`config.mk`:
```
export PLATFORM = sky130hd
export DESIGN_NAME = thc_temp
export DESIGN_NICKNAME = d
export VERILOG_FILES = /design/src/hdl/thc_pkg.sv /design/src/hdl/thc_temp.sv
export SDC_FILE = /design/constraint.sdc
export NUM_CORES = 2
export LEC_CHECK = 0
export ABC_AREA = 1
export BUFFER_PORTS_ARGS = -buffer_cell sky130_fd_sc_hd__buf_2
export CAP_MARGIN = 20
export CORE_ASPECT_RATIO = 1.25
export CORE_MARGIN = 2
export CORE_UTILIZATION = 52
export CTS_CLUSTER_SIZE = 8
export DETAILED_ROUTE_END_ITERATION = 10
export PLACE_DENSITY_LB_ADDON = 0.12
export SETUP_SLACK_MARGIN = 0.02
export SYNTH_ARGS = -nofsm -noshare
export SYNTH_HDL_FRONTEND = slang
export SYNTH_SLANG_ARGS = --single-unit
```
`constraint.sdc`:
```
create_clock -name clk -period 11.6 [get_ports clk]
set_input_delay 1.74 -clock clk [delete_from_list [all_inputs] [get_ports clk]]
set_output_delay 1.74 -clock clk [all_outputs]
set_load 0.02 [all_outputs]
```
`src/hdl/thc_pkg.sv`:
```
package thc_pkg;

  // Pipeline depth from accepted request to result register
  localparam int NUM_STAGES = 15;

  // Configuration port
  localparam int CFG_INDEX_W = 4;
  localparam int CFG_VALUE_W = 16;

  localparam logic [CFG_INDEX_W-1:0] REG_TEMP_COEFF_1  = 4'd0;
  localparam logic [CFG_INDEX_W-1:0] REG_TEMP_COEFF_2  = 4'd1;
  localparam logic [CFG_INDEX_W-1:0] REG_TEMP_COEFF_3  = 4'd2;
  localparam logic [CFG_INDEX_W-1:0] REG_HUM_COEFF_1_3 = 4'd3;
  localparam logic [CFG_INDEX_W-1:0] REG_HUM_COEFF_2   = 4'd4;
  localparam logic [CFG_INDEX_W-1:0] REG_HUM_COEFF_4   = 4'd5;
  localparam logic [CFG_INDEX_W-1:0] REG_HUM_COEFF_5   = 4'd6;
  localparam logic [CFG_INDEX_W-1:0] REG_HUM_COEFF_6   = 4'd7;

  // Compensation constants
  localparam logic [31:0] TEMP_ROUND      = 32'd128;
  localparam logic [31:0] T_FINE_OFFSET   = 32'd76800;
  localparam logic [31:0] HUM_ROUND       = 32'd16384;
  localparam logic [31:0] HUM_BIAS        = 32'd32768;
  localparam logic [31:0] HUM_SCALE_BIAS  = 32'd2097152;
  localparam logic [31:0] HUM_SCALE_ROUND = 32'd8192;
  localparam logic [31:0] HUM_MAX         = 32'd419430400;
  localparam int          HUM_SHIFT       = 22;
  localparam logic [6:0]  HUM_PCT_MAX     = 7'd100;

  // Divide by ten: floor(n / 10) = (n * DIV10_MAGIC) >> DIV10_SHIFT for n < 2^26
  localparam logic [23:0] DIV10_MAGIC = 24'd13421773;
  localparam int          DIV10_SHIFT = 27;

  typedef struct packed {
    logic [19:0] raw_temperature;
    logic [15:0] raw_humidity;
  } reading_t;

  typedef struct packed {
    logic signed [31:0] temp_fine;
    logic signed [15:0] temperature_tenths;
    logic        [6:0]  humidity_percent;
  } result_t;

  typedef struct packed {
    logic [CFG_INDEX_W-1:0] index;
    logic [CFG_VALUE_W-1:0] value;
  } cfg_write_t;

  typedef struct packed {
    logic        [15:0] temp_coeff_1;
    logic signed [15:0] temp_coeff_2;
    logic signed [15:0] temp_coeff_3;
    logic        [15:0] hum_coeff_1_3;
    logic signed [15:0] hum_coeff_2;
    logic signed [11:0] hum_coeff_4;
    logic signed [11:0] hum_coeff_5;
    logic signed [7:0]  hum_coeff_6;
  } coeff_t;

  // Arithmetic right shift of a 32-bit word
  function automatic logic [31:0] asr(input logic [31:0] x, input int unsigned n);
    return $unsigned($signed(x) >>> n);
  endfunction

endpackage

```
`src/hdl/thc_temp.sv`:
```
// Stages 1..4: fine temperature, plus the humidity offset term
module thc_temp (
  input  logic              clk,
  input  logic              en,
  input  thc_pkg::reading_t reading,
  input  thc_pkg::coeff_t   coeff,
  output logic [31:0]       temp_fine,
  output logic [31:0]       hum_base
);

  logic [31:0] c2;
  logic [31:0] c3;
  logic [31:0] d1;
  logic [31:0] d2;
  logic [31:0] base_s1;
  logic [31:0] p1;
  logic [31:0] p2;
  logic [31:0] base_s2;
  logic [31:0] var1;
  logic [31:0] m3;
  logic [31:0] base_s3;

  assign c2 = {{16{coeff.temp_coeff_2[15]}}, coeff.temp_coeff_2};
  assign c3 = {{16{coeff.temp_coeff_3[15]}}, coeff.temp_coeff_3};

  always_ff @(posedge clk) begin
    if (en) begin
      // stage 1: offsets against the calibration point
      d1      <= {15'b0, reading.raw_temperature[19:3]} - {15'b0, coeff.temp_coeff_1, 1'b0};
      d2      <= {16'b0, reading.raw_temperature[19:4]} - {16'b0, coeff.temp_coeff_1};
      base_s1 <= {2'b0, reading.raw_humidity, 14'b0} - {coeff.hum_coeff_4, 20'b0}
                 + thc_pkg::HUM_ROUND;
      // stage 2: linear and square products
      p1      <= d1 * c2;
      p2      <= d2 * d2;
      base_s2 <= base_s1;
      // stage 3: scale, quadratic coefficient
      var1    <= thc_pkg::asr(p1, 11);
      m3      <= thc_pkg::asr(p2, 12) * c3;
      base_s3 <= base_s2;
      // stage 4: fine temperature
      temp_fine <= var1 + thc_pkg::asr(m3, 14);
      hum_base  <= base_s3;
    end
  end

endmodule

```
* Word level (Yosys, flattened, before mapping) *
Cells that the tools add are included.

cells by class
  div/mod/pow operators = 0
  shifts and indexed selects = 0
  equal/unequal tests = 0
  $mul = 3
  mux-type cells = 0
  add/sub/neg operators = 5
  bitwise logic cells = 0
  order comparisons = 0
  reduce and logical (&&, ||, !) cells = 0

operator list
  cell                      count
  $add A32 B15 Y32 const B  1
  $mul A20 B16 Y32          1
  $mul A32 B16 Y32          1
  $mul A32 B32 Y32          1
  $sub A30 B32 Y32          1
  $add A21 B18 Y22          1
  $sub A17 B17 Y18          1
  $sub A16 B16 Y17          1

storage, ports and cells
  logic and storage cells = 19
  RAM bits = 0
  memories kept = 0
  ROM bits = 0
  bits in latches = 0
  register bits = 341

* Depth between registers and ports, before layout *
  depth in word-level cells = 2
  mapped depth = 37
  depth with buffers taken out = 36

* Worst setup path before layout *
OpenSTA, ideal clock, no wires.

  kind = input -> register
  from = in coeff[82] in the netlist's numbering
  to = reg p1[31] (data pin)
  arrival = 6800 ps
  setup time = 252 ps
  cell stages on the path = 23
  required time = 11348 ps
  setup slack = 4548 ps
  cells stage by stage = clkbuf_1 > buf_1 > nand2_1 > fa_1 > inv_1 > fa_1 > inv_1 > fa_1 > inv_1 > fa_1 > inv_1 > fa_1 > inv_1 > fa_1 > ha_1 > a21o_1 > a31oi_1 > a21boi_0 > nand2_1 > a21oi_1 > inv_1 > nand2_1 > nand2_1

on the way
  cells in the longest elaborated chain, start to end = 1

ends and longest elaborated chain
  what                  RTL line        source
  start, declared       thc_temp.sv:6   input thc_pkg::coeff_t coeff,
  $mul A32 B16 Y32      thc_temp.sv:34  p1 <= d1 * c2;
  end signal, assigned  thc_temp.sv:34
  end, declared         thc_temp.sv:16  logic [31:0] p1;

No other way between the ends.
A chain may end at the register's enable or synchronous reset.

==> reports/qor.yml <==
clocking:
  cts_tree: "done"
  postCtsHoldBufs: 0
  htreeDepth: 4
  post_cts_buffers: 0
  post_cts_resized: 0
  numCtsBuffers: 17
  clock_sinks: 192
  clkLatencyLatePin_ps: 500
  cts_max_path_buffers: 2
  cts-root-buf: "clkbuf_16"
  clk_pin_slew_ps: 90
timing:
  layout_setup_ws_ps: 3840
  final-max-slew-violation-count: 0
  setup_violations: 0
  fin_crit_sh_pct: 66.9
  fmax_ghz: 0.129
  rsz0062_at_grt: "no"
  skew_ps: 27.7
  setup_tns_ps: 0
  relSlewSlack_pct: 34.4
  tightest_slew_ps: 984
  fin_crit_ps: 7760
  hold_viol: 0
global_route:
  grt_max_degree: 70
  grt_pass1_vias: 33100
  grt_pass1_wl_um: 168000
  grt.total_usage_pct: 25.3
  overflow: 0
  antenna_found_initial: 1
cells_and_area:
  ff_latch_area_um2: 5770
  layout.cells.most_common: "inv_1"
  n_fill_cell: 7718
  nNetsFinal: 6424
  multi_input_area_um2: 31000
  final_layout_size_suffix_gt1_share_pct: 4.90
  most-common-layout-cells: "inv_1, nand2_1, fa_1, ha_1, edfxtp_1"
  syn_to_final_growth_pct: 5.00
placement:
  portBuffers: 144
  dp_hpwl_um: 83800
  pre_cts_slack_ps: 3880
  gp_congestion: 0.906
setup_path:
  slowest_stage: "fa_1"
  start_kind: "flip-flop"
  cp_top_family: "adder cells"
  end_kind: "flip-flop"
  cp.arrival_ps: 8000
  cp_max_fo: 34
  critPathKind: "flip-flop to flip-flop"
  critPathRequiredTime_ps: 11840
  rrSetupSlack_ps: 3840
  critPathMaxStageDelay_ps: 770
  crit_buf_inv: 8
synth:
  synthFlopType: "edfxtp_1"
  ys_seq_area_share_pct: 13.4
  syn_area_um2: 43000
  ys_warn_count: 0
  synth_seq_cells: 192
  synth_edf_count: 192
  avgSynthCellArea_um2: 8.56
  yosysUniqueCellTypes: 49
  syn-instance-count: 5020
  synth_async_sr_flop_share_pct: 0
drt:
  vias: 30800
  drc: 0
  drtAntennaViolNets: 0
  viasPerCell: 5.02
  initialDrtViolationCount: 1442
  wire_per_inst_um: 16.5
  drt-total-wl_um: 101000
  drt_pass1_iterations: 7
run_status:
  status: "finished, final reports clean"
floorplan:
  die_width_um: 261
  start_util_pct: 52.6
  die-area_um2: 85000
  core.rowCount: 117
  ios: 214
  coreArea_um2: 81700
  die_h_um: 325
run:
  cap_violations: 0
min_path:
  hp-class: "flip-flop to flip-flop"
## Yosys cell counts, types with 2 or more instances
| master | count | share of area (%) |
|---|---|---|
| inv_1 | 1479 | 13 |
| nand2_1 | 1141 | 10 |
| a21boi_0 | 7 | 0.12 |
| buf_1 | 19 | 0.17 |
| a21o_1 | 19 | 0.33 |
| o21ai_2 | 5 | 0.10 |
| nand4_1 | 17 | 0.25 |
| a21oi_2 | 2 | 0.041 |
| o31ai_1 | 6 | 0.10 |
| nor3_2 | 2 | 0.047 |
| o211ai_1 | 8 | 0.14 |
| nand3_1 | 84 | 0.98 |
| xor2_1 | 104 | 2.1 |
| nor4_1 | 9 | 0.13 |
| nor2_1 | 154 | 1.3 |
| o21bai_1 | 24 | 0.42 |
| fa_1 | 861 | 40 |
| o21ai_0 | 62 | 0.72 |
| nand2_2 | 11 | 0.16 |
| o21a_1 | 4 | 0.070 |
| o21ai_1 | 3 | 0.035 |
| nor3_1 | 20 | 0.23 |
| ha_1 | 366 | 11 |
| buf_2 | 5 | 0.058 |
| a31oi_1 | 13 | 0.19 |
| nand3b_1 | 12 | 0.21 |
| buf_4 | 28 | 0.49 |
| a21oi_1 | 155 | 1.8 |
| nor2b_1 | 2 | 0.029 |
| xnor2_1 | 44 | 0.90 |
| o221ai_1 | 4 | 0.081 |
| clkbuf_1 | 117 | 1.0 |
| or2_2 | 24 | 0.35 |
| nor2_2 | 3 | 0.044 |
| edfxtp_1 | 192 | 13 |
## routing by layer
metal	up-vias	GRT usage (%)	wire (µm)
met1	15300	30.9	40200
met4	0	7.73	2720
met3	159	2.13	3730
met2	672	46.9	54400
li1	14600	-	-
met5	-	0	0
## registers in the layout (all words and copies together), names as in the netlist, 20 cells and up
name / cells
p2: 20
var1: 21
p1: 21
temp_fine: 22
## worst reg2reg max path, delay by kind of cell, from the launching register on
kind / cells / cell delay (ps)
AND/OR/NAND/NOR: 12 / 1250
adder cells (fa/ha/maj): 9 / 4280
flip-flops: 1 / 330
XOR/XNOR: 1 / 260
buffers and inverters: 8 / 1370
## through the flow
stage	utilization [%]	cell area (µm²)	instances	hold slack, ps
after floorplan	-	43000	5033	400
after global placement	54.5	44500	6099	402
after detailed placement	54.5	44500	6099	405
after CTS	55.3	45100	6131	417
after global routing	55.3	45100	6131	426
final	55.3	45100	6132	414
## cell families (layout without fill, tap and decap cells)
kind of cell	count (synthesis)	after routing	share of synthesized area, %
buffers and inverters	1649	1676	14.7
and+or+nand+nor	1485	1485	13.9
adders and majority gates	1227	1227	50.7
AOI/OAI and AO/OA	318	318	4.30
DFF	192	192	13.4
xor gates and xnor gates	148	148	3.02
other	1	15	0.00872
## worst paths after layout
check                             start                    end  depth (start not counted)
hold reg to reg   base_s2[21]$_DFFE_PP_  base_s3[21]$_DFFE_PP_                          0
setup reg to reg        d1[5]$_DFFE_PP_       p2[31]$_DFFE_PP_                         30
hold / removal    base_s2[21]$_DFFE_PP_  base_s3[21]$_DFFE_PP_                          0
setup / recovery        d1[5]$_DFFE_PP_       p2[31]$_DFFE_PP_                         30
## final cells by class
cell class                 count  area share, %
multi-input combinational   3192           68.6
sequential                   192           12.8
inverter                    1480           12.3
tap                         1071           2.97
timing repair buffer         164           1.95
clock buffer                  17          0.942
clock inverter                15          0.441
antenna                        1        0.00554
Power is left out: the tool's default activity adds up to more than one toggle a clock period on the data nets, which glitch-free logic cannot reach.
