### src/hdl/thc_pkg.sv
package thc_pkg;

  // Pipeline depth from accepted request to result register
  localparam int NUM_STAGES = 15;

  // Configuration port
  localparam int CFG_INDEX_W = 4;
  localparam int CFG_VALUE_W = 16;

  localparam logic [CFG_INDEX_W-1:0] REG_TEMP_COEFF_1  = 4'd0;
  localparam logic [CFG_INDEX_W-1:0] REG_TEMP_COEFF_2  = 4'd1;
  localparam logic [CFG_INDEX_W-1:0] REG_TEMP_COEFF_3  = 4'd2;
  localparam logic [CFG_INDEX_W-1:0] REG_HUM_COEFF_1_3 = 4'd3;
  localparam logic [CFG_INDEX_W-1:0] REG_HUM_COEFF_2   = 4'd4;
  localparam logic [CFG_INDEX_W-1:0] REG_HUM_COEFF_4   = 4'd5;
  localparam logic [CFG_INDEX_W-1:0] REG_HUM_COEFF_5   = 4'd6;
  localparam logic [CFG_INDEX_W-1:0] REG_HUM_COEFF_6   = 4'd7;

  // Compensation constants
  localparam logic [31:0] TEMP_ROUND      = 32'd128;
  localparam logic [31:0] T_FINE_OFFSET   = 32'd76800;
  localparam logic [31:0] HUM_ROUND       = 32'd16384;
  localparam logic [31:0] HUM_BIAS        = 32'd32768;
  localparam logic [31:0] HUM_SCALE_BIAS  = 32'd2097152;
  localparam logic [31:0] HUM_SCALE_ROUND = 32'd8192;
  localparam logic [31:0] HUM_MAX         = 32'd419430400;
  localparam int          HUM_SHIFT       = 22;
  localparam logic [6:0]  HUM_PCT_MAX     = 7'd100;

  // Divide by ten: floor(n / 10) = (n * DIV10_MAGIC) >> DIV10_SHIFT for n < 2^26
  localparam logic [23:0] DIV10_MAGIC = 24'd13421773;
  localparam int          DIV10_SHIFT = 27;

  typedef struct packed {
    logic [19:0] raw_temperature;
    logic [15:0] raw_humidity;
  } reading_t;

  typedef struct packed {
    logic signed [31:0] temp_fine;
    logic signed [15:0] temperature_tenths;
    logic        [6:0]  humidity_percent;
  } result_t;

  typedef struct packed {
    logic [CFG_INDEX_W-1:0] index;
    logic [CFG_VALUE_W-1:0] value;
  } cfg_write_t;

  typedef struct packed {
    logic        [15:0] temp_coeff_1;
    logic signed [15:0] temp_coeff_2;
    logic signed [15:0] temp_coeff_3;
    logic        [15:0] hum_coeff_1_3;
    logic signed [15:0] hum_coeff_2;
    logic signed [11:0] hum_coeff_4;
    logic signed [11:0] hum_coeff_5;
    logic signed [7:0]  hum_coeff_6;
  } coeff_t;

  // Arithmetic right shift of a 32-bit word
  function automatic logic [31:0] asr(input logic [31:0] x, input int unsigned n);
    return $unsigned($signed(x) >>> n);
  endfunction

endpackage

### src/hdl/thc_tenths.sv
// Stages 5..NUM_STAGES: temperature in tenths of a degree, fine value carried along
module thc_tenths (
  input  logic        clk,
  input  logic        en,
  input  logic [31:0] temp_fine,
  output logic [31:0] temp_fine_out,
  output logic [15:0] tenths_out
);

  localparam int DELAY = thc_pkg::NUM_STAGES - 8;
  localparam int QW    = 48 - thc_pkg::DIV10_SHIFT;

  logic [31:0]   tq_full;
  logic [23:0]   t5;
  logic [31:0]   tf5;
  logic          neg6;
  logic [23:0]   mag6;
  logic [31:0]   tf6;
  logic          neg7;
  logic [47:0]   prod7;
  logic [31:0]   tf7;
  logic [QW-1:0] quo;
  logic [QW-1:0] quo_neg;
  logic [15:0]   tenths8;
  logic [31:0]   tf8;
  logic [31:0]   tf_dly  [DELAY];
  logic [15:0]   ten_dly [DELAY];

  // (tf * 5 + 128) >> 8, fits 24 signed bits
  assign tq_full = thc_pkg::asr({temp_fine[29:0], 2'b00} + temp_fine + thc_pkg::TEMP_ROUND, 8);
  assign quo     = prod7[47:thc_pkg::DIV10_SHIFT];
  assign quo_neg = '0 - quo;

  always_ff @(posedge clk) begin
    if (en) begin
      // stage 5
      t5    <= tq_full[23:0];
      tf5   <= temp_fine;
      // stage 6: magnitude for truncating division
      neg6  <= t5[23];
      mag6  <= t5[23] ? (24'd0 - t5) : t5;
      tf6   <= tf5;
      // stage 7: reciprocal multiply
      neg7  <= neg6;
      prod7 <= 48'(mag6) * 48'(thc_pkg::DIV10_MAGIC);
      tf7   <= tf6;
      // stage 8: restore sign, saturate to 16 bits
      if (neg7) begin
        tenths8 <= (quo > QW'(32768)) ? 16'h8000 : quo_neg[15:0];
      end else begin
        tenths8 <= (quo > QW'(32767)) ? 16'h7fff : quo[15:0];
      end
      tf8 <= tf7;
      // alignment with the humidity path
      tf_dly[0]  <= tf8;
      ten_dly[0] <= tenths8;
      for (int i = 1; i < DELAY; i++) begin
        tf_dly[i]  <= tf_dly[i-1];
        ten_dly[i] <= ten_dly[i-1];
      end
    end
  end

  assign temp_fine_out = tf_dly[DELAY-1];
  assign tenths_out    = ten_dly[DELAY-1];

endmodule

### config.mk
export PLATFORM = sky130hd
export DESIGN_NAME = thc_tenths
export DESIGN_NICKNAME = d
export VERILOG_FILES = /design/src/hdl/thc_pkg.sv /design/src/hdl/thc_tenths.sv
export SDC_FILE = /design/constraint.sdc
export NUM_CORES = 1
export LEC_CHECK = 0
export ABC_AREA = 0
export BUFFER_PORTS_ARGS = -buffer_cell sky130_fd_sc_hd__buf_2
export CAP_MARGIN = 20
export CORE_UTILIZATION = 60
export CTS_CLUSTER_DIAMETER = 50
export DETAILED_ROUTE_END_ITERATION = 8
export PLACE_DENSITY = 0.79
export SLEW_MARGIN = 20
export SYNTH_ARGS = -nofsm -noshare
export SYNTH_HDL_FRONTEND = slang
export SYNTH_SLANG_ARGS = --single-unit
### constraint.sdc
create_clock -name clk -period 13.9 [get_ports clk]
set_clock_uncertainty 0.1 [all_clocks]
set_input_delay 1.39 -clock clk [delete_from_list [all_inputs] [get_ports clk]]
set_output_delay 1.39 -clock clk [all_outputs]
set_load 0.005 [all_outputs]
Word level (Yosys, flattened, before mapping)

Memory sizes are Yosys's and may differ from the RTL's.
Cells that the tools add are included.

Add/subtract/negate cells: 4
$mul: 1
Magnitude comparators: 2
Muxes and demuxes: 6

Operator list:

| cell                                                                   | count |
|---|---|
| 24-bit by 24-bit multiplier with 48-bit output, second input constant  | 1 |
| 16-bit two-way mux                                                     | 3 |
| 32-bit adder                                                           | 1 |
| 32-bit by 8-bit adder with 32-bit output, second input constant        | 1 |
| 1-bit by 24-bit subtractor with 24-bit output, first input constant    | 1 |
| 23-bit two-way mux                                                     | 1 |
| 21-bit by 15-bit > comparator with 1-bit output, second input constant | 1 |
| 21-bit by 16-bit > comparator with 1-bit output, second input constant | 1 |
| 1-bit by 16-bit subtractor with 16-bit output, first input constant    | 1 |
| 1-bit two-way mux                                                      | 2 |

Register bits after elaboration: 242
Memory bits (writable): 336
Input port bits: 34
Output and inout bits: 48
Word-level logic and storage cells: 26
Memories kept: 2

Memory list:

| memory  | depth | bits a word | read ports | clocked after memory_dff | write ports | RTL line         | source |
|---|---|---|---|---|---|---|---|
| tf_dly  | 7     | 32          | 7          | 0                        | 7           | thc_tenths.sv:26 | `logic [31:0] tf_dly [DELAY];` |
| ten_dly | 7     | 16          | 7          | 0                        | 7           | thc_tenths.sv:27 | `logic [15:0] ten_dly [DELAY];` |

Depth between registers and ports, before layout

Word-level depth: 3
Gate-level depth with buffers: 23
Gate-level depth less buffers: 23

Worst setup path after synthesis

Ideal clock, no wire load.

Kind: register -> register
From: reg mag6[1]
To: reg prod7[41] (data pin)
Setup time: 260 ps
Data arrival time: 6092 ps
Required time: 13540 ps
Path slack: 7448 ps
Stages on the path, launching flop included: 21
Path buffers: 0
Clock period less this slack: 6452 ps
Path through: edfxtp_1 > ha_1 > xor2_1 > ha_1 > or2_2 > fa_1 > fa_1 > fa_1 > fa_1 > inv_1 > fa_1 > inv_1 > ha_1 > a21oi_1 > o21bai_1 > a221oi_1 > o2111ai_1 > a31o_2 > a31o_2 > a21oi_2 > xnor2_1

Word-level cells in the longest chain between the ends: 1

Ends and longest elaborated chain:

| element                                        | RTL line         | source |
|---|---|---|
| start: declaration                             | thc_tenths.sv:17 | `logic [23:0] mag6;` |
| start signal: assignment                       | thc_tenths.sv:41 | `mag6 <= t5[23] ? (24'd0 - t5) : t5;` |
| 24-bit by 24-bit multiplier with 48-bit output | thc_tenths.sv:45 | `prod7 <= 48'(mag6) * 48'(thc_pkg::DIV10_MAGIC);` |
| end signal: assignment                         | thc_tenths.sv:45 |  |
| end: declaration                               | thc_tenths.sv:20 | `logic [47:0] prod7;` |

No other way between the ends.
A chain may end at the register's enable or synchronous reset.

Final worst setup path

From: reg mag6[3]
To: reg prod7[41] (data pin)

Same word-level chain as after synthesis.

==> results_dict.tcl <==
set metrics [dict create \
    synth_mux_area_share_pct 0 \
    nFillCells 3415 \
    rows 81 \
    tightest_slew_ns 1.07 \
    clock_latency_ns 0.61 \
    area_growth_pct 9.96 \
    htree_levels 2 \
    timing.rr.start "mag6[3]$_DFFE_PP_" \
    hold_viol 0 \
    min_to "tf7[14]$_DFFE_PP_" \
    synth-xor-area-share_pct 2.77 \
    synth-seq-area-share_pct 55.8 \
    die_h_um 224 \
    status "complete, no violations" \
    place_inst 2753 \
    ctsResizeCount 0 \
    setup_viol 0 \
    grt_pass1_wl_um 90200 \
    wl_um 58500 \
    utilization_pct 66.8 \
    postCtsHoldBufs 0 \
    clock_sinks 551 \
    tns_ns 0 \
    dr.pass1.iters 5 \
    worst-path-max-fanout 13 \
    maxSlewHeadroom_pct 28.7 \
    clock.fmax_mhz 139 \
    grt_pass1_vias 16100 \
    synth_nets 2584 \
    crit_path_start_kind "flip-flop" \
    core_area_mm2 0.0488 \
    yosys.area.top_type_share_pct 55.8 \
    r2r_setup_slack_ns 6.71 \
    fp.dieW_um 224 \
    grt_max_degree 196 \
    cts_buffers 54 \
    netlist_top_cells_count "edfxtp_1 (551), inv_1 (371), ha_1 (322)" \
    slew_violations 0 \
    drtAntennaViolNets 0 \
    yosys_most_used_dff "edfxtp_1" \
    die-area_mm2 0.0503 \
    wl_per_cell_um 20.5 \
    maxCapViolCount 0 \
    syn_area_per_cell_um2 14.7 \
    gp_congestion 0.931 \
    cts_setup_buffers 0 \
    start_util_pct 60.7 \
    via_per_inst 5.49 \
    clockBufferDepth 3 \
    synth_top_family_by_area "adder cells" \
    r2r-end "prod7[41]$_DFFE_PP_" \
    drive_gt1_share_pct 8.37 \
    min_from "tf6[14]$_DFFE_PP_" \
    grt-ovfl-total 0 \
    worstSetupPathType "flip-flop to flip-flop" \
    synth-simple-area-share_pct 3.64 \
    synth_compound_area_share_pct 5.27 \
    hold_path_class "flip-flop to flip-flop" \
    final_cell_count_no_fill 2850 \
    synth_seq_cells 551 \
    dpl_cell_area_mm2 0.0309 \
    worstPathRequired_ns 14.14 \
    fin_crit_ns 7.19 \
    rsz0062_at_grt "no" \
    final_area_mm2 0.0326 \
    ys_top_cells_by_area "edfxtp_1 (56%), fa_1 (14%), ha_1 (14%)" \
    cts_tree "done" \
    clkTransAtPathRegs_ns 0.06 \
    synth_cell_types 67 \
    drtIter0Drc 1082 \
    vias 15700 \
    port_buffers 81 \
    grtUsageTotal_pct 23.9 \
    nNetsFinal 2709 \
    synthArstFlopShare_pct 0 \
    ff2ff_path_depth 19 \
    dpl.hpwl_um 43200 \
    yosysWarnings 0 \
    antenna_cells 0 \
    arrival_ns 7.44 \
    syn_area_mm2 0.0297 \
    yosysTopAreaCell "edfxtp_1" \
    antenna_found_initial 0 \
    post-route-period-util_pct 51.7 \
    cp-end-kind "flip-flop" \
    synth_cells 2020 \
    clock_tree.root_cell "clkbuf_16" \
    holdPathStages 0 \
    synth_fa_ha_area_share_pct 27.6 \
    synth_edf_count 551 \
    yosysMostFrequentCell "edfxtp_1" \
    io_pins 82 \
    drc 0 \
]
## per-layer routing
layer  vias to the layer above  routed length (um)  part of all wire [%]  GRT usage [%]
met1                      7816               26400                    45           34.5
met2                       409               27700                    47           38.3
met4                         0                1300                   2.2           6.43
met5                         -                   0                     0              0
met3                        93                3140                   5.4           3.79
li1                       7333                   -                     -              -
## per-stage QoR
step / hold WS (ns) / worst slack (ns)
after detailed placement: 0.305 / 6.67
after CTS: 0.301 / 6.67
after global routing: 0.304 / 6.34
after global placement: 0.300 / 6.76
after floorplan: 0.300 / 7.45
final: 0.300 / 6.71
## state kept, by name, indices dropped and copies added, names as in the netlist
register and cells:
tf8 32, prod7 21, neg6 1, tenths8 16, mag6 24, tf5 32, tf_dly 224, neg7 1
tf7 32, tf6 32, ten_dly 112, t5 24
## worst max-delay path, cell delays in order (launching register included)
cell and delay (ns):
edfxtp_1 0.77, ha_1 0.41, xor2_1 0.45, xor2_1 0.18, fa_1 0.56, fa_1 0.52
fa_1 0.52, fa_1 0.55, inv_1 0.05, fa_1 0.55, inv_1 0.05, ha_1 0.35
a21oi_1 0.19, o21bai_1 0.09, a221oi_1 0.50, o2111ai_1 0.26, a31o_2 0.32, a31o_2 0.27
a21oi_2 0.14, xnor2_1 0.09
## worst max-delay path by stage
stage                           start                  end  slack (ns)
floorplan           mag6[1]$_DFFE_PP_  prod7[41]$_DFFE_PP_        7.45
global placement    mag6[3]$_DFFE_PP_  prod7[41]$_DFFE_PP_        6.76
detailed placement  mag6[3]$_DFFE_PP_  prod7[41]$_DFFE_PP_        6.67
CTS                 mag6[3]$_DFFE_PP_  prod7[41]$_DFFE_PP_        6.67
global route        mag6[3]$_DFFE_PP_  prod7[44]$_DFFE_PP_        6.34
finish              mag6[3]$_DFFE_PP_  prod7[41]$_DFFE_PP_        6.71
## cells by family after synthesis
| kind of cell | after synthesis |
|---|---|
| flip-flops | 551 |
| adder cells (fa/ha/maj) | 530 |
| buffers and inverters | 388 |
| AO/OA/AOI/OAI | 237 |
| AND/OR/NAND/NOR | 220 |
| XOR/XNOR | 94 |
## layout by cell type (no fill, tap or decap), types with 4 or more instances in the layout
cell type | synthesis | final
or3_1 | 5 | 5
o31ai_1 | 9 | 9
o311ai_1 | 10 | 10
nor2b_1 | 4 | 4
o2111ai_1 | 4 | 4
o41ai_1 | 4 | 4
ha_1 | 322 | 322
nand2b_1 | 4 | 4
nor4_1 | 8 | 8
xor2_1 | 39 | 39
nor3_1 | 10 | 10
and2_1 | 9 | 9
o21ai_1 | 6 | 6
a211oi_1 | 6 | 6
inv_1 | 371 | 371
nand3_1 | 12 | 12
o21ai_0 | 45 | 45
fa_1 | 208 | 208
nor2_1 | 41 | 41
clkbuf_16 | 0 | 55
buf_2 | 1 | 80
edfxtp_1 | 551 | 551
xnor2_1 | 55 | 55
a31oi_1 | 6 | 6
o21bai_1 | 7 | 7
o21a_1 | 9 | 9
clkinv_2 | 0 | 6
clkbuf_1 | 13 | 5
a221oi_1 | 5 | 5
nand2_1 | 82 | 82
and3_1 | 12 | 12
a21oi_1 | 64 | 64
clkinvlp_4 | 0 | 5
a21o_1 | 33 | 33
nand4_1 | 14 | 14
clkinv_1 | 0 | 13
## layout make-up
type / count / area [um2] / share of cell area, %
Sequential cell: 551 / 16500 / 50.7
Multi-Input combinational cell: 1081 / 11700 / 35.7
Inverter: 372 / 1400 / 4.28
Clock buffer: 60 / 1400 / 4.28
Tap cell: 664 / 831 / 2.55
Timing Repair Buffer: 85 / 458 / 1.40
Clock inverter: 37 / 342 / 1.05
Power is not shown: default switching activity piles up to over one toggle a cycle in this logic, so the estimate is an artifact.
