==> src/hdl/thc_pkg.sv <==
package thc_pkg;

  // Pipeline depth from accepted request to result register
  localparam int NUM_STAGES = 15;

  // Configuration port
  localparam int CFG_INDEX_W = 4;
  localparam int CFG_VALUE_W = 16;

  localparam logic [CFG_INDEX_W-1:0] REG_TEMP_COEFF_1  = 4'd0;
  localparam logic [CFG_INDEX_W-1:0] REG_TEMP_COEFF_2  = 4'd1;
  localparam logic [CFG_INDEX_W-1:0] REG_TEMP_COEFF_3  = 4'd2;
  localparam logic [CFG_INDEX_W-1:0] REG_HUM_COEFF_1_3 = 4'd3;
  localparam logic [CFG_INDEX_W-1:0] REG_HUM_COEFF_2   = 4'd4;
  localparam logic [CFG_INDEX_W-1:0] REG_HUM_COEFF_4   = 4'd5;
  localparam logic [CFG_INDEX_W-1:0] REG_HUM_COEFF_5   = 4'd6;
  localparam logic [CFG_INDEX_W-1:0] REG_HUM_COEFF_6   = 4'd7;

  // Compensation constants
  localparam logic [31:0] TEMP_ROUND      = 32'd128;
  localparam logic [31:0] T_FINE_OFFSET   = 32'd76800;
  localparam logic [31:0] HUM_ROUND       = 32'd16384;
  localparam logic [31:0] HUM_BIAS        = 32'd32768;
  localparam logic [31:0] HUM_SCALE_BIAS  = 32'd2097152;
  localparam logic [31:0] HUM_SCALE_ROUND = 32'd8192;
  localparam logic [31:0] HUM_MAX         = 32'd419430400;
  localparam int          HUM_SHIFT       = 22;
  localparam logic [6:0]  HUM_PCT_MAX     = 7'd100;

  // Divide by ten: floor(n / 10) = (n * DIV10_MAGIC) >> DIV10_SHIFT for n < 2^26
  localparam logic [23:0] DIV10_MAGIC = 24'd13421773;
  localparam int          DIV10_SHIFT = 27;

  typedef struct packed {
    logic [19:0] raw_temperature;
    logic [15:0] raw_humidity;
  } reading_t;

  typedef struct packed {
    logic signed [31:0] temp_fine;
    logic signed [15:0] temperature_tenths;
    logic        [6:0]  humidity_percent;
  } result_t;

  typedef struct packed {
    logic [CFG_INDEX_W-1:0] index;
    logic [CFG_VALUE_W-1:0] value;
  } cfg_write_t;

  typedef struct packed {
    logic        [15:0] temp_coeff_1;
    logic signed [15:0] temp_coeff_2;
    logic signed [15:0] temp_coeff_3;
    logic        [15:0] hum_coeff_1_3;
    logic signed [15:0] hum_coeff_2;
    logic signed [11:0] hum_coeff_4;
    logic signed [11:0] hum_coeff_5;
    logic signed [7:0]  hum_coeff_6;
  } coeff_t;

  // Arithmetic right shift of a 32-bit word
  function automatic logic [31:0] asr(input logic [31:0] x, input int unsigned n);
    return $unsigned($signed(x) >>> n);
  endfunction

endpackage

==> src/hdl/thc_if.sv <==


// Result channel
interface thc_result_if;
  logic             valid;
  logic             ready;
  thc_pkg::result_t data;
  modport source (output valid, output data, input ready);
  modport sink (input valid, input data, output ready);
endinterface


==> src/hdl/thc_out.sv <==
// Valid pipeline and output skid register
module thc_out (
  input  logic             clk,
  input  logic             rst,
  input  logic             in_valid,
  input  thc_pkg::result_t last,
  output logic             en,
  thc_result_if.source     result
);

  localparam int N = thc_pkg::NUM_STAGES;

  logic [N-1:0]     vld;
  logic             skid_full;
  thc_pkg::result_t skid;

  // pipeline moves whenever the skid register is free
  assign en = !skid_full;

  always_ff @(posedge clk) begin
    if (rst) begin
      vld       <= '0;
      skid_full <= 1'b0;
    end else begin
      if (en) begin
        vld <= {vld[N-2:0], in_valid};
        if (vld[N-1] && !result.ready) begin
          skid_full <= 1'b1;
        end
      end else if (result.ready) begin
        skid_full <= 1'b0;
      end
    end
  end

  // capture a stalled result so the pipeline can advance once more before it holds
  always_ff @(posedge clk) begin
    if (en && vld[N-1] && !result.ready) begin
      skid <= last;
    end
  end

  assign result.valid = skid_full || vld[N-1];
  assign result.data  = skid_full ? skid : last;

endmodule

==> src/flat_wrapper.sv <==
// flat-port wrapper written by rule: the top's interface ports become plain ports
module thc_out_flat 
  (clk, rst, in_valid, last, en, result_valid, result_data, result_ready);
  thc_result_if result_i ();
  input  logic clk;
  input  logic rst;
  input  logic in_valid;
  input  thc_pkg::result_t last;
  output logic en;
  output wire logic [$bits(result_i.valid)-1:0] result_valid;
  output wire logic [$bits(result_i.data)-1:0] result_data;
  input wire logic [$bits(result_i.ready)-1:0] result_ready;
  assign result_valid = result_i.valid;
  assign result_data = result_i.data;
  assign result_i.ready = result_ready;
  thc_out u_core (.clk(clk), .rst(rst), .in_valid(in_valid), .last(last), .en(en), .result(result_i));
endmodule
==> config.mk <==
export PLATFORM = sky130hd
export DESIGN_NAME = thc_out_flat
export DESIGN_NICKNAME = d
export VERILOG_FILES = /design/src/hdl/thc_pkg.sv /design/src/hdl/thc_if.sv /design/src/hdl/thc_out.sv /design/src/flat_wrapper.sv
export SDC_FILE = /design/constraint.sdc
export NUM_CORES = 1
export LEC_CHECK = 0
export ABC_AREA = 1
export BUFFER_PORTS_ARGS = -buffer_cell sky130_fd_sc_hd__buf_2
export CAP_MARGIN = 20
export CORE_ASPECT_RATIO = 1.1
export CORE_MARGIN = 5
export CORE_UTILIZATION = 50
export CTS_BUF_LIST = sky130_fd_sc_hd__clkbuf_2
export CTS_CLUSTER_DIAMETER = 100
export DETAILED_ROUTE_END_ITERATION = 8
export GPL_TIMING_DRIVEN = 0
export MAX_ROUTING_LAYER = met4
export PLACE_DENSITY = 0.81
export SLEW_MARGIN = 20
export SYNTH_ARGS = -nofsm -noshare
export SYNTH_HDL_FRONTEND = slang
export SYNTH_SLANG_ARGS = --single-unit
==> constraint.sdc <==
create_clock -name clk -period 5.6 [get_ports clk]
set_input_delay 0.84 -clock clk [delete_from_list [all_inputs] [get_ports clk]]
set_output_delay 0.84 -clock clk [all_outputs]
set_load 0.005 [all_outputs]
### Word level (Yosys, flattened, before mapping)

Index checks and enable logic that the tools add are counted.

* muxes and demuxes: 4
* reductions and logical operators: 6

Operators by type and width (count)
* $mux 55: 1
* $logic_and 1x1->1: 3
* $mux 1: 3
* $logic_not 1->1: 2
* $logic_or 1x1->1: 1

* register bits after elaboration: 71
* output and inout bits: 57

### Logic depth before layout (Yosys ltp)

Gate-level depths: netlist (run 1).

* word-level depth: 4
* depth in mapped cells: 6
* gate-level depth less buffers: 4

### Worst setup path after synthesis (run 1)

No wires, ideal clock.

* kind: in2reg
* start: input port result_ready
* end: register u_core.skid[0] (netlist name), enable pin
* setup time: 535 ps
* arrival time: 4630 ps
* required time: 5065 ps
* slack: 435 ps
* cell stages on the path: 1
* buffers on the path: 0
* cell sequence: nor3_1

* word-level cells in the longest chain between the ends: 2

Ends and longest elaborated chain
* from (decl): RTL line flat_wrapper.sv:12 `input wire logic [$bits(result_i.ready)-1:0] result_ready;`
* $logic_not 1->1: RTL line thc_out.sv:38 `if (en && vld[N-1] && !result.ready) begin`
* $logic_and 1x1->1: RTL line thc_out.sv:38
* to (signal assigned): RTL line thc_out.sv:39 `skid <= last;`
* to (decl): RTL line thc_out.sv:15 `thc_pkg::result_t skid;`

Every way passes these cells.
A chain may end at the register's enable or synchronous reset.

### Worst setup path in the final report (run 1)

* start: register u_core.skid_full
* end: output port result_data[24]

* word-level cells in the longest chain between the ends: 1

Ends and longest elaborated chain
* from (decl): RTL line thc_out.sv:14 `logic skid_full;`
* from (signal assigned): RTL line thc_out.sv:23 `skid_full <= 1'b0;`
* from (signal assigned): RTL line thc_out.sv:28 `skid_full <= 1'b1;`
* from (signal assigned): RTL line thc_out.sv:31 `skid_full <= 1'b0;`
* $mux 55: RTL line thc_out.sv:44 `assign result.data = skid_full ? skid : last;`
* to (decl): RTL line flat_wrapper.sv:11 `output wire logic [$bits(result_i.data)-1:0] result_data;`

Every way passes these cells.

==> results of run 1 <==
-- sequential cells by signal (all words and copies together) (netlist names) --
signal and count:
u_core.skid 55, u_core.vld 15, u_core.skid_full 1
-- how the worst min path moves through the flow --
stage,end,startpoint
2_1_floorplan,u_core.vld[10],u_core.vld[9]
3_3_place_gp,u_core.vld[1],u_core.vld[0]
3_5_place_dp,u_core.vld[1],u_core.vld[0]
4_1_cts,u_core.vld[9],u_core.vld[8]
5_1_grt,u_core.skid[21],last[21]
6_report,u_core.vld[9],u_core.vld[8]
-- report_power, final --
| group | leakage (nW) | total, W | internal, W | switching [W] |
|---|---|---|---|---|
| Sequential | 0.624 | 0.000568 | 0.000567 | 0.000000518 |
| Clock | 0.0603 | 0.000223 | 0.0000547 | 0.000169 |
| Combinational | 1.16 | 0.0000734 | 0.0000375 | 0.0000359 |
-- metrics by stage --
| stage | power, W | util, % | worst slack (ns) | std cells | cell area (um^2) |
|---|---|---|---|---|---|
| 6_report | 0.000865 | 65.4 | 3.19 | 547 | 3820 |
| 5_1_grt | 0.000904 | 65.4 | 3.05 | 547 | 3820 |
| 2_1_floorplan | 0.000605 | - | 0.435 | 334 | 3030 |
| 4_1_cts | 0.000875 | 65.4 | 3.12 | 547 | 3820 |
| 3_5_place_dp | 0.000653 | 64.1 | 3.05 | 531 | 3740 |
| 3_3_place_gp | 0.000651 | 63.3 | -1.16 | 526 | 3700 |
-- worst max-delay path, delay by kind of cell (launching register included) --
family        cells  cell delay (ns)
buf+inv           5             0.62
flops             1             0.33
simple gates      2             0.14
-- cell families after synthesis --
kind of cell | share of synthesized area [%]
flip-flops | 65.2
buffers and inverters | 6.29
AND/OR/NAND/NOR | 28.5
-- placed cells by master, fill, tap and decap left out, drive strengths merged --
cell type,n
nor2,31
clkbuf,10
nor3,1
and2,1
edfxtp,55
clkinv,6
buf,137
dfxtp,16
inv,17
nand2,196
-- layout make-up --
cell class / count / area (um^2)
clock buffers: 10 / 50.0
repair buffers: 120 / 617
flip-flops and latches: 71 / 1970
inverters: 17 / 63.8
fillers: 514 / 2020
plain buffers: 17 / 126
well taps: 77 / 96.3
multi-input cells: 229 / 868
clock inverters: 6 / 27.5
-- metal layers --
| layer | vias to the layer above | global-route usage (%) |
|---|---|---|
| met2 | 69 | 32.2 |
| met1 | 1115 | 20.2 |
| met5 | - | - |
| met4 | 0 | 6.97 |
| met3 | 8 | 4.89 |
| li1 | 1298 | - |
==> metrics.csv, run 1 <==
metric;value;unit
Synth Net Count;393;
critical path, cell by cell;buf_2, inv_2, buf_6, buf_6, nand2_1, nand2_1, buf_2;
antenna violations before repair;0;
Nets;524;
via count;2490;
RR Endpoint;u_core.skid[30];
Tightest Pin Transition;0.684;ns
Boundary Pins;116;
Post-CTS Resized;0;
total track usage;18.5;%
maximum fanout along the worst path;10;
vias in the first global route;2396;
H-Tree Depth;3;
Longest Clk Path Bufs;2;
Critical Path AT;1.57;ns
share of cells above drive strength 1;32.6;%
Placer Congestion;0.782;
CTS root buffer;clkbuf_2;
top post-synthesis cells by area;edfxtp_1 (55%), nand2_1 (24%), dfxtp_1 (11%), nor2_1 (3.8%), inv_1 (2.0%);
Reg clk slew, reported paths;0.18;ns
Setup CP Type;reg2out;
max cap viols;0;
RSZ-0062 raised after global routing;no;
# port buffers;115;
Clock Sinks;71;
crit end category;output pin;
Synth async-reset ratio;0;%
Met2 Wirelength;3.60;mm
core footprint;5840;um^2
largest net degree at the start of global routing;12;
Hold Fails Final Rpt;0;
Top Layer Used;met4;
met1 WL;2.82;mm
final HPWL from detailed placement;5.20;mm
sequential fraction of the synthesis area;65.2;%
Total Neg Setup Slack;0;ns
Leak Pwr;1.84;nW
CP startpoint;u_core.skid_full;
synthesized area per cell;9.06;um^2
Critical Path End;result_data[24];
# hold bufs at CTS;0;
total CTS buffers;9;
EDFF count, synth;55;
die extent in x;84.2;um
Syn Inst Count;334;
Setup violations, final;0;
top cell type's share of synthesized area;54.6;%
diode count;0;
Synth Register Bits;71;
Initial Utilization;51.8;%
ANT nets after route;0;
worst min-delay path class;reg2reg;
worst reg-to-reg setup slack;3.38;ns
reg-to-reg critical path startpoint;u_core.skid_full;
Unique masters post-synth;11;
first-pass GRT wire length;11.0;mm
status;finished clean;
f_max;415;MHz
Post-synth top cells;nand2_1 (196), edfxtp_1 (55), nor2_1 (31), dfxtp_1 (16), inv_1 (16);
critical path startpoint category;register;
Hold Worst Slack;0.483;ns
Syn Std Cell Area;3030;um^2
Routed WL;6.92;mm
final period utilization;43.0;%
Synth area leader;edfxtp_1;
via/cell ratio;4.55;
met3 WL;399;um
Peak VDD IR;0.169;mV
most instantiated library cell after synthesis;nand2_1;
skew final;0.00736;ns
die height;91.6;um
Tmin final;2.41;ns
Critical Path RT;4.76;ns
DR pass1 iterations;4;
standard-cell rows;29;
DRT iter0 DRCs;97;
CP max stage cell;dfxtp_1;
wire per inst;12.6;um
Max Transition Viols Final;0;
r2r worst-path depth;6;
pwr dens;226;nW/um^2
global route overflow;0;
die area;7710;um^2
Slew Limit Headroom;54.2;%
DRC viols;0;
CP peak stage delay;0.33;ns
Area growth, synth to finish;26.3;%
Synthesis Warnings;0;
most used flip-flop cell after synthesis;edfxtp_1;
hold path cells;2;
worst skew pair latency;0.47;ns
CTS tree;yes;
Post-CTS Setup Inserts;0;
No activity file was read; power rests on OpenSTA's default activity.
==> inputs of run 2 (changes only) <==
==> constraint.sdc (replaced) <==
create_clock -name clk -period 2.4 [get_ports clk]
set_input_delay 0.36 -clock clk [delete_from_list [all_inputs] [get_ports clk]]
set_output_delay 0.36 -clock clk [all_outputs]
set_load 0.005 [all_outputs]
==> metrics.csv, run 2 (same netlist as run 1, synthesis figures left out) <==
metric;value;unit;change
Most flops, register;u_core.skid;;
Hold Path Origin;last[16];;
Setup violations, final;0;;unchanged
Peak VDD IR;0.352;mV;+110%
RSZ-0062 raised after global routing;no;;
Post-CTS Setup Inserts;0;;unchanged
# hold bufs at CTS;0;;unchanged
DP Worst Slack;0.385;ns;-2.66 ns
critical path, cell by cell;buf_2, buf_2, nor3_4, buf_8, buf_8;;
reg-to-reg critical path startpoint;u_core.skid_full;;
Tightest Pin Transition;0.686;ns;+0.00170 ns
crit end category;register;;
Post-Place Cell Area;3750;um^2;+0.27%
ANT nets after route;0;;unchanged
utilization after layout;66.0;%;+0.62 points
total CTS buffers;9;;unchanged
hold path cells;1;;-1
Boundary Pins;116;;unchanged
Routed WL;6.97;mm;+0.74%
number of fill cells;499;;-2.9%
Leak Pwr;1.85;nW;+0.19%
max cap viols;0;;unchanged
DRC viols;0;;unchanged
via count;2546;;+2.2%
skew final;0.0135;ns;+0.00611 ns
Area growth, synth to finish;27.5;%;
Reg clk slew, reported paths;0.19;ns;about the same
max reg flops;55;;unchanged
maximum fanout along the worst path;14;;+4
CTS root buffer;clkbuf_2;;
core footprint;5840;um^2;unchanged
largest net degree at the start of global routing;19;;+7
# port buffers;115;;unchanged
r2r worst-path depth;5;;-1
RR Endpoint;u_core.skid[26];;
final instance area;3860;um^2;+0.95%
die area;7710;um^2;unchanged
die extent in x;84.2;um;unchanged
total track usage;18.4;%;-0.10 points
Longest Clk Path Bufs;2;;unchanged
Placer Congestion;0.784;;+0.27%
final period utilization;83.5;%;
CP max stage cell;nor3_4;;
Hold Fails Final Rpt;0;;unchanged
Total Neg Setup Slack;0;ns;unchanged
via/cell ratio;4.67;;+2.6%
top flop regs;u_core.skid (55), u_core.vld (15), u_core.skid_full (1);;
Nets;522;;-0.38%
Post-CTS Resized;0;;unchanged
Slew Limit Headroom;54.1;%;about the same
standard-cell rows;29;;unchanged
diode count;0;;unchanged
final HPWL from detailed placement;5.14;mm;-1.2%
worst skew pair latency;0.48;ns;about the same
share of cells above drive strength 1;32.5;%;-0.075 points
most frequent cells in the layout;nand2_1 (196), buf_2 (123), edfxtp_1 (55);;
Max Transition Viols Final;0;;unchanged
first-pass GRT wire length;11.0;mm;+0.57%
H-Tree Depth;3;;unchanged
worst min-delay path class;in2reg;;
worst reg-to-reg setup slack;0.40;ns;-2.98 ns
DRT iter0 DRCs;112;;+15%
die height;91.6;um;unchanged
Critical Path AT;2.22;ns;+0.65 ns
antenna violations before repair;0;;unchanged
status;finished clean;;
Worst Hold End;u_core.skid[16];;
final setup margin;0.396;ns;-2.79 ns
Setup CP Type;reg2reg;;
CP peak stage delay;0.62;ns;+0.29 ns
global route overflow;0;;unchanged
Clock Sinks;71;;unchanged
DR pass1 iterations;4;;unchanged
Critical Path RT;2.61;ns;-2.15 ns
CTS tree;yes;;
wire per inst;12.8;um;+1.1%
Initial Utilization;51.8;%;unchanged
most common cell after layout, fill and taps aside;nand2_1;;
f_max;499;MHz;
FF+latch area;1970;um^2;unchanged
Tmin final;2.00;ns;
area occupied by multi-input gates;875;um^2;+0.72%
vias in the first global route;2405;;+0.38%
pwr dens;553;nW/um^2;+140%
critical path startpoint category;register;;
run 2: critical path: cells and delay by family (launching register included):
kind / cells / cell delay, ns
buf+inv: 4 / 0.76
flops: 1 / 0.33
simple gates: 1 / 0.62
run 2: power by group:
part | switching, W | total (W) | leakage [nW] | internal, W
Sequential | 0.00000155 | 0.00133 | 0.624 | 0.00132
Clock | 0.000394 | 0.000636 | 0.0731 | 0.000242
Combinational | 0.0000833 | 0.000171 | 1.15 | 0.0000875
run 2: routing by layer:
layer / global-route usage, % / wire length [um] / share of wire [%]
met5: - / 0 / 0
met4: 8.85 / 130 / 1.9
met3: 3.98 / 502 / 7.2
met2: 30.3 / 3570 / 51
met1: 21.4 / 2770 / 40
run 2: final cells by class:
| type | count | share of cell area (%) |
|---|---|---|
| Timing Repair Buffer | 118 | 16.1 |
| Inverter | 17 | 1.65 |
| Tap cell | 77 | 2.50 |
| Sequential cell | 71 | 51.1 |
| Buffer | 17 | 3.28 |
| Clock inverter | 5 | 1.27 |
| Multi-Input combinational cell | 229 | 22.7 |
| Clock buffer | 11 | 1.43 |
run 2: worst max path at each step:
stage | startpoint | slack (ns) | to
3_5_place_dp | u_core.skid_full | 0.39 | u_core.skid[21]
5_1_grt | u_core.skid_full | 0.29 | u_core.skid[26]
2_1_floorplan | u_core.skid_full | 0.008 | u_core.skid[0]
6_report | u_core.skid_full | 0.40 | u_core.skid[26]
4_1_cts | u_core.skid_full | 0.38 | u_core.skid[22]
3_3_place_gp | u_core.skid_full | -0.52 | u_core.skid[25]
run 2: through the flow:
step	std cells	power, W	hold slack, ns
floorplan	334	0.00141	0.449
global placement	526	0.00152	0.455
detailed placement	529	0.00152	0.466
CTS	545	0.00215	0.0116
global route	545	0.00223	0.00345
finish	545	0.00213	0.0427
